[src/rtl/core/beq_ram.sv]
`timescale 1ns / 1ps
module beq_ram #(
  parameter int WIDTH = 32,
  parameter int DEPTH = 8
) (
  input  logic                                      clk_i,
  input  logic                                      we_i,
  input  logic [(DEPTH > 1 ? $clog2(DEPTH) : 1)-1:0] waddr_i,
  input  logic [WIDTH-1:0]                          wdata_i,
  input  logic                                      re_i,
  input  logic [(DEPTH > 1 ? $clog2(DEPTH) : 1)-1:0] raddr_i,
  output logic [WIDTH-1:0]                          rdata_o
);

  logic [WIDTH-1:0] mem_q [DEPTH];
  logic [WIDTH-1:0] rdata_q;

  always_ff @(posedge clk_i) begin
    if (we_i) begin
      mem_q[waddr_i] <= wdata_i;
    end
    if (re_i) begin
      rdata_q <= mem_q[raddr_i];
    end
  end

  assign rdata_o = rdata_q;

endmodule

[config.mk]
export PLATFORM = sky130hd
export DESIGN_NAME = beq_ram
export DESIGN_NICKNAME = d
export VERILOG_FILES = /design/src/rtl/core/beq_ram.sv
export SDC_FILE = /design/constraint.sdc
export NUM_CORES = 1
export LEC_CHECK = 0
export BUFFER_PORTS_ARGS = -buffer_cell sky130_fd_sc_hd__buf_4
export CAP_MARGIN = 20
export CORE_ASPECT_RATIO = 1.25
export CORE_UTILIZATION = 35
export CTS_BUF_LIST = sky130_fd_sc_hd__clkbuf_4
export CTS_CLUSTER_DIAMETER = 50
export DETAILED_ROUTE_END_ITERATION = 12
export MAX_ROUTING_LAYER = met4
export PLACE_DENSITY = 0.61
export SYNTH_ARGS = -nofsm -noshare
export SYNTH_HDL_FRONTEND = slang
export SYNTH_SLANG_ARGS = --single-unit
[constraint.sdc]
create_clock -name clk_i -period 3.9 [get_ports clk_i]
set_clock_uncertainty 0.2 [all_clocks]
set_input_delay 0.195 -clock clk_i [delete_from_list [all_inputs] [get_ports clk_i]]
set_output_delay 0.195 -clock clk_i [all_outputs]
set_load 0.03 [all_outputs]
==> impl_metrics.toml, run 1 <==
[drt]
routed-via-count = 4954
drtPass1Iterations = 4
drt-total-wl_um = 21100
dr.first_iter.drc_count = 278
routedWlPerCell_um = 20.2
detail-route-antenna-nets = 0
drc = 0
routed_via_density = 4.75

[placement]
dp_slack_ps = 1530
port_buffers = 72
place_congestion = 0.696
placed_cell_area_mm2 = 0.0119
hpwl_um = 11300

[synthesis]
ys_seq_elements = 288
ys_seq_area_share_pct = 80.2
syn_nets = 456
synthCells = 415
syn_avg_cell_area_um2 = 26.0
synth_area_mm2 = 0.0108
synth_cell_types = 12
synth_edf_count = 288
synth.area.top_cells = "edfxtp_1 80%, mux4_1 9.7%, mux4_2 5.0%"
ys_async_sr_fraction_pct = 0
synth_ff_type = "edfxtp_1"
synth_common_cells = "288 x edfxtp_1, 40 x mux4_1, 32 x mux2_2"
yosys.area.top_type = "edfxtp_1"
yosys_warnings = 0
synth.most_common_cell = "edfxtp_1"
synth_top_area_share_pct = 80.2

[worst_setup_path]
critPathCaptureType = "flip-flop"
cp_num_buf_inv = 3
required_ps = 4010
cp_common_cell = "buf_4"
path_cells = "dlygate4sd3_1, buf_4, nand2b_1, nor2_4, buf_4"
r2r-end = "rdata_o[14]"
cp_max_fo = 21
r2r-start = "mem_q[1][14]"
reg2reg_depth = 2
startpoint_type = "primary input"
critical_path_arrival_ps = 2240
reg2reg_slack_ps = 2280
cpPeakStageDelay_ps = 710
cp_top_family = "buffers and inverters"
slowest_stage = "nor2_4"
criticalPathCategory = "in2reg"

[grt]
grt_pass1_vias = 5476
grt_max_degree = 65
gr-usage-all-layers_pct = 14.3
antenna_found_initial = 3
grt_pass1_wl_um = 31700
grt.overflow.total = 0

[sta]
setup_tns_ps = 0
max_freq_ghz = 0.469
fin_crit_ps = 2130
finalHoldViolCount = 0
finalSetupViolCount = 0
slew_headroom_pct = 38.9
tightest_slew_ps = 915
setup_slack_ps = 1770
rsz0062_at_grt = "false"
fin_hold_ws_ps = 58.6
timing.final.crit_share_pct = 54.7
maxSlewViolCount = 0

[power_and_ir_drop]
seqPwrFrac_pct = 56.4
power_per_cell_area_mw_per_mm2 = 484
swShare_pct = 21.7
p_int_mw = 4.95
peakVddDrop_v = 0.000161
p_leak_nw = 4.44
p_comb_share_pct = 6.6
p_clk_share_pct = 37.0
p_sw_mw = 1.38

[final_layout]
drive_gt1_share_pct = 39.3
fin_area_mm2 = 0.0131
fin_util_pct = 43.3
syn2layout_area_growth_pct = 21.2
nNetsFinal = 628

[clocking]
cts_buffer_depth = 3
cts_tree = "yes"
root_buffer = "clkbuf_4"
htreeDepth = 3
clkLatencyLatePin_ps = 640
post-cts-setup-buffers = 0
cts.repair.resized = 0
cts_num_sinks = 288
clk_pin_slew_worst_paths_ps = 70
cts_buffers = 69

[die]
fp.dieArea_mm2 = 0.0315
num_rows = 71
initial_core_util_pct = 35.7
core_area_mm2 = 0.0302
die_x_um = 159
io_pins = 73
die_h_um = 198

[hold_path]
whs_endpoint = "rdata_o[27]"
hp-start = "raddr_i[1]"
hold_class = "in2reg"
min_path_cells = 2

[outcome]
status = "finished clean"

[job]
drv_cap = 0
[worst register-to-register path, stage by stage, from the launching register on]
cell      delay (ps)
edfxtp_1         380
mux4_1           530
mux2_2           270
[flip-flops by register name, indices dropped and copies added (netlist names)]
signal,count
mem_q,256
rdata_o,32
[power by group through the flow]
| stage | Combinational [mW] | Clock, mW | Sequential (mW) |
|---|---|---|---|
| global route | 0.447 | 2.57 | 3.58 |
| CTS | 0.426 | 2.43 | 3.57 |
| detailed placement | 0.394 | 0 | 3.64 |
| finish | 0.418 | 2.35 | 3.57 |
| global placement | 0.381 | 0 | 3.63 |
| floorplan | 0.177 | 0 | 3.68 |
[timing repair]
item | 4_1_cts | 5_1_grt
endpoints found under the setup margin | 0 | 0
hold endpoints to repair | 340 | 0
hold buffers | 36 | 0
[through the flow]
step | std cells | total power [mW]
6_report | 1043 | 6.33
5_1_grt | 1043 | 6.59
4_1_cts | 1040 | 6.42
3_5_place_dp | 881 | 4.03
3_3_place_gp | 881 | 4.01
2_1_floorplan | 415 | 3.86
[logic make-up (layout without fill, tap and decap cells)]
| kind of cell | Yosys count | in the layout | share of synthesized area [%] |
|---|---|---|---|
| DFF | 288 | 288 | 80.2 |
| buffers and inverters | 18 | 242 | 1.18 |
| and+or+nand+nor | 13 | 13 | 0.545 |
| other | 0 | 3 | 0 |
| muxes | 96 | 96 | 18.1 |
[worst max path at each step]
stage / slack [ps] / from / end / cells after the start
final: 1770 / waddr_i[0] / mem_q[6][13] / 5
after global routing: 1700 / waddr_i[0] / mem_q[6][13] / 5
after CTS: 1770 / waddr_i[0] / mem_q[2][13] / 5
after detailed placement: 1530 / waddr_i[2] / mem_q[2][22] / 4
after global placement: 1560 / waddr_i[2] / mem_q[2][22] / 4
after floorplan: 660 / waddr_i[2] / mem_q[0][0] / 2
[area by class of cell]
type                       instances  area (µm²)
fill                            2647       17100
sequential                       288        8650
tap                              401         502
antenna                            3        7.51
clock inverter                    26         128
multi-input combinational        109        2070
timing repair buffer             119         996
clock buffer                      97         728
[cells in the final DEF, fill, tap and decap left out, types with 2 or more instances in the layout]
cell           Yosys  layout
mux4_1            40      40
inv_2              0       3
buf_4              0      82
clkinv_2           0       3
nand2_1            2       2
mux4_2            24      24
clkbuf_4           0      97
dlygate4sd3_1      0      36
mux2_2            32      32
nand2b_1           3       3
nor2_4             0       6
clkinv_1           0      19
nor3_2             0       2
diode_2            0       3
edfxtp_1         288     288
[routing by layer]
layer,vias to the layer above,wire (µm),GRT usage [%]
met5,-,0,-
li1,2219,-,-
met1,2560,7820,14.5
met2,143,12000,26.8
met4,0,338,5.52
met3,32,958,3.29
No activity file was read; power rests on OpenSTA's default activity.
==> run 2: changes to the inputs <==
clock period = 2 ns   (was 3.9 ns; I/O delays follow)
==> run 2 against run 1 <==
  * Setup slack lost 1600 ps
  * Worst hold slack about the same
  * Power increased by 94%
  * Register-to-register slack worse by 1900 ps
  * Via count is 1.6% higher
  * Die area unchanged
  * First-iteration DRC count increased by 44%
  * Design area is 3.1% higher
  * Core utilization rose by 1.4 points
  * Cell count grew 2.7%
==> impl_metrics.toml, run 2 (same netlist as run 1, synthesis figures left out) <==
[outcome]
status = "finished clean"

[power_and_ir_drop]
p_total_mw = 12.3
p_comb_share_pct = 7.2
p_int_mw = 9.62
seqPwrFrac_pct = 56.6
p_clk_share_pct = 36.2
swShare_pct = 21.7
peakVddDrop_v = 0.000277
p_sw_mw = 2.67
p_leak_nw = 4.62
power_per_cell_area_mw_per_mm2 = 911

[worst_setup_path]
cp_common_cell = "dlygate4sd3_1"
slowest_stage = "dlygate4sd3_1"
criticalPathCategory = "in2reg"
startpoint_type = "primary input"
critPathCaptureType = "flip-flop"
critical_path_arrival_ps = 1970
cp_max_fo = 5
required_ps = 2170
cpPeakStageDelay_ps = 620
path_cells = "dlygate4sd3_1, dlygate4sd3_1, buf_4, dlygate4sd3_1"

[grt]
grt.overflow.total = 0
grt_pass1_vias = 5545
antenna_found_initial = 1
grt_max_degree = 33
gr-usage-all-layers_pct = 14.3
grt_pass1_wl_um = 32000

[clocking]
cts_buffer_depth = 3
cts.repair.resized = 0
cts_num_sinks = 288
clk_pin_slew_worst_paths_ps = 70
cts_tree = "yes"
clkLatencyLatePin_ps = 640
root_buffer = "clkbuf_4"
cts_buffers = 70
htreeDepth = 3

[final_layout]
final_common_cell = "edfxtp_1"
drive_gt1_share_pct = 39.3
fin_area_mm2 = 0.0135
syn2layout_area_growth_pct = 25.0
final_cell_mix = "288 x edfxtp_1, 99 x clkbuf_4, 82 x buf_4"
nFillCells = 2605
seqCellArea_mm2 = 0.00865
multiInputGateArea_mm2 = 0.00208
nNetsFinal = 661
max_flop_register = "mem_q"
largest_reg_flops = 256

[die]
die_h_um = 198
num_rows = 71
core_area_mm2 = 0.0302
die_x_um = 159
fp.dieArea_mm2 = 0.0315
io_pins = 73
initial_core_util_pct = 35.7

[drt]
drc = 0
drt-total-wl_um = 21100
routedWlPerCell_um = 19.7
dr.first_iter.drc_count = 400
routed_via_density = 4.70
routed-via-count = 5035
drtPass1Iterations = 4
detail-route-antenna-nets = 0

[placement]
place_congestion = 0.690
hpwl_um = 11700
placed_cell_area_mm2 = 0.0121
port_buffers = 72

[hold_path]
hold_class = "in2reg"

[sta]
max_freq_ghz = 0.555
rsz0062_at_grt = "false"
maxSlewViolCount = 0
slew_headroom_pct = 58.4
finalHoldViolCount = 0
tightest_slew_ps = 624
timing.final.crit_share_pct = 90.1
fin_crit_ps = 1800
finalSetupViolCount = 0

[job]
drv_cap = 0
## run 2: cell count changes in the layout (fill, tap and decap cells not counted)
cell           delta
nor3_4            +2
clkinv_2          -2
buf_12           +11
nor3_2            -2
bufinv_16         -1
clkbuf_4          +2
dlygate4sd3_1    +21
inv_2             +2
clkinv_1          -3
diode_2           -2
## run 2: area by class of cell
class / instances / share of cell area (%)
Tap cell: 401 / 3.72
Sequential cell: 288 / 64.1
Timing Repair Buffer: 151 / 10.6
Multi-Input combinational cell: 109 / 15.4
Antenna cell: 1 / 0.0186
Clock inverter: 22 / 0.622
Clock buffer: 99 / 5.51
## run 2: stage by stage
stage          util (%)  setup TNS, ps  worst slack (ps)  hold WS (ps)  std cells
6_report           44.6              0               199          58.8       1071
5_1_grt            44.6              0               197          27.7       1071
4_1_cts            44.6              0               271        0.0569       1070
3_5_place_dp       40.0              0               163           132        892
3_3_place_gp       40.0              0               193           125        892
2_1_floorplan         -         -48160              -290         -1.13        415
## run 2: routing by layer
| layer | part of all wire (%) | vias up | GRT usage (%) | wire length [µm] |
|---|---|---|---|---|
| met5 | 0 | - | - | 0 |
| met4 | 1.4 | 0 | 5.56 | 301 |
| met3 | 4.4 | 26 | 2.97 | 919 |
| met2 | 54 | 121 | 25.0 | 11300 |
| met1 | 40 | 2606 | 16.1 | 8520 |
| li1 | - | 2282 | - | - |
## run 2: what timing repair did
action / 4_1_cts / 5_1_grt
setup buffers: 0 / 0
hold buffers: 57 / 0
endpoints found under the hold margin: 529 / 0
## run 2: worst paths after layout
path	startpoint	endpoint	slack, ps	depth (start not counted)
worst min register to register	mem_q[5][14]	rdata_o[14]	540	2
worst max-delay path	wdata_i[3]	mem_q[5][3]	200	4
worst max register to register	mem_q[3][8]	rdata_o[8]	380	2
worst min-delay path	wdata_i[10]	mem_q[2][10]	60	2
## run 2: worst max-delay path: cells and delay by family
kind | cells | cell delay, ps
buffers and inverters | 4 | 1880
## run 2: power by group through the flow
stage	sequential, mW	clock [mW]	combinational, mW
3_5_place_dp	7.09	0	0.813
5_1_grt	6.97	4.89	0.950
6_report	6.96	4.44	0.888
3_3_place_gp	7.08	0	0.790
2_1_floorplan	7.17	0	0.347
4_1_cts	6.96	4.60	0.907
==> run 3: changes to the inputs <==
CORE_ASPECT_RATIO = unset   (was 1.25)
==> run 3 against run 2 <==
  * Power rose by 1.2%
  * Critical path type unchanged
  * Register-to-register slack is essentially flat
  * Fmax fell by 9.2%
  * Cell count stayed put
  * Count of clock-buffer cells in the layout shrank 4
  * Worst hold slack lost 11 ps
==> impl_metrics.toml, run 3 (same netlist as run 1, synthesis figures left out) <==
[final_layout]
final_common_cell = "edfxtp_1"
largest_reg_flops = 256
drive_gt1_share_pct = 38.5
fin_util_pct = 45.3
final_cell_mix = "288 x edfxtp_1, 95 x clkbuf_4, 82 x buf_4"
max_flop_register = "mem_q"
syn2layout_area_growth_pct = 25.8
nNetsFinal = 666

[hold_path]
min_path_cells = 2
hp-start = "wdata_i[24]"
whs_endpoint = "mem_q[0][24]"
hold_class = "in2reg"

[power_and_ir_drop]
p_sw_mw = 2.73
p_int_mw = 9.70
p_clk_share_pct = 36.8
swShare_pct = 22.0
p_leak_nw = 4.65
power_per_cell_area_mw_per_mm2 = 916
p_comb_share_pct = 7.2
peakVddDrop_v = 0.000363
seqPwrFrac_pct = 55.9

[sta]
finalHoldViolCount = 0
max_freq_ghz = 0.504
finalSetupViolCount = 0
timing.final.crit_share_pct = 99.2
slew_headroom_pct = 58.8
maxSlewViolCount = 0
tightest_slew_ps = 618
fin_crit_ps = 1980
fin_hold_ws_ps = 48.0
setup_slack_ps = 16.8
rsz0062_at_grt = "false"

[clocking]
clkLatencyLatePin_ps = 640
htreeDepth = 3
cts_buffers = 70
cts_tree = "yes"
cts_buffer_depth = 3
root_buffer = "clkbuf_4"
cts_num_sinks = 288
clk_pin_slew_worst_paths_ps = 60
cts.repair.resized = 0

[die]
fp.dieArea_mm2 = 0.0315
core_area_mm2 = 0.0300
die_x_um = 178
num_rows = 63
die_h_um = 178
io_pins = 73
initial_core_util_pct = 36.0

[worst_setup_path]
required_ps = 2120
reg2reg_depth = 2
reg2reg_slack_ps = 390
r2r-start = "mem_q[3][5]"
startpoint_type = "primary input"
critical_path_arrival_ps = 2100
criticalPathCategory = "in2reg"
critPathCaptureType = "flip-flop"
cp_max_fo = 28
r2r-end = "rdata_o[5]"

[placement]
hpwl_um = 11600
place_congestion = 0.681
port_buffers = 72
dp_slack_ps = 150

[drt]
drtPass1Iterations = 4
routed_via_density = 4.80
drc = 0
drt-total-wl_um = 21600
routed-via-count = 5144
detail-route-antenna-nets = 0
routedWlPerCell_um = 20.2
dr.first_iter.drc_count = 347

[job]
drv_cap = 0

[grt]
antenna_found_initial = 1
grt_pass1_vias = 5624
grt_max_degree = 33
grt_pass1_wl_um = 32200
grt.overflow.total = 0
gr-usage-all-layers_pct = 14.7

[outcome]
status = "finished clean"
[run 3: changes by cell type in the layout (fill, tap and decap cells not counted), moves of 3 or more]
| cell | change |
|---|---|
| clkbuf_4 | -4 |
| clkinv_1 | +8 |
| inv_2 | -3 |
| clkinv_2 | +4 |
| dlygate4sd3_1 | +4 |
[run 3: cell type report]
| cell class | count | area [µm²] |
|---|---|---|
| Clock inverter | 32 | 153 |
| Tap cell | 390 | 488 |
| Multi-Input combinational cell | 109 | 2080 |
| Fill cell | 2553 | 16400 |
| Timing Repair Buffer | 156 | 1490 |
| Clock buffer | 95 | 713 |
| Antenna cell | 1 | 2.50 |
| Sequential cell | 288 | 8650 |
[run 3: worst max path at each step]
| stage | startpoint | endpoint | slack, ps | depth (start not counted) |
|---|---|---|---|---|
| 3_5_place_dp | raddr_i[0] | rdata_o[26] | 150 | 4 |
| 5_1_grt | waddr_i[2] | mem_q[4][14] | 10 | 6 |
| 2_1_floorplan | waddr_i[2] | mem_q[1][0] | -290 | 2 |
| 3_3_place_gp | raddr_i[0] | rdata_o[18] | 170 | 4 |
| 6_report | we_i | mem_q[4][17] | 20 | 6 |
| 4_1_cts | we_i | mem_q[1][11] | 20 | 6 |
[run 3: metal layers]
layer	GRT usage [%]	up-vias	wire (µm)
met1	17.8	2656	9060
met4	5.09	0	473
met3	3.66	47	945
met2	24.1	145	11100
met5	-	-	0
li1	-	2296	-
[run 3: worst max-delay path, cell delays in order]
cell           delay [ps]
dlygate4sd3_1         530
buf_4                 100
nand2_1               150
nor3_4                140
dlygate4sd3_1         770
buf_12                290
[run 3: through the flow]
step / cells / TNS (ps) / area (µm²) / power (mW)
floorplan: 415 / -48160 / 10800 / 7.52
global placement: 879 / 0 / 12100 / 7.87
detailed placement: 879 / 0 / 12100 / 7.91
CTS: 1064 / 0 / 13500 / 12.6
global route: 1071 / 0 / 13600 / 13.0
finish: 1071 / 0 / 13600 / 12.4
[run 3: timing repair]
| action | in CTS | in global routing |
|---|---|---|
| hold buffers | 58 | 3 |
| setup buffers | 0 | 3 |
| endpoints found under the setup margin | 0 | 25 |
| hold endpoints to repair | 491 | 8 |
[run 3: power by group through the flow]
stage	Sequential (mW)	Clock, mW	Combinational [mW]
4_1_cts	6.96	4.74	0.912
5_1_grt	6.97	5.03	0.962
6_report	6.95	4.58	0.900
3_5_place_dp	7.09	0	0.817
2_1_floorplan	7.17	0	0.347
3_3_place_gp	7.08	0	0.794
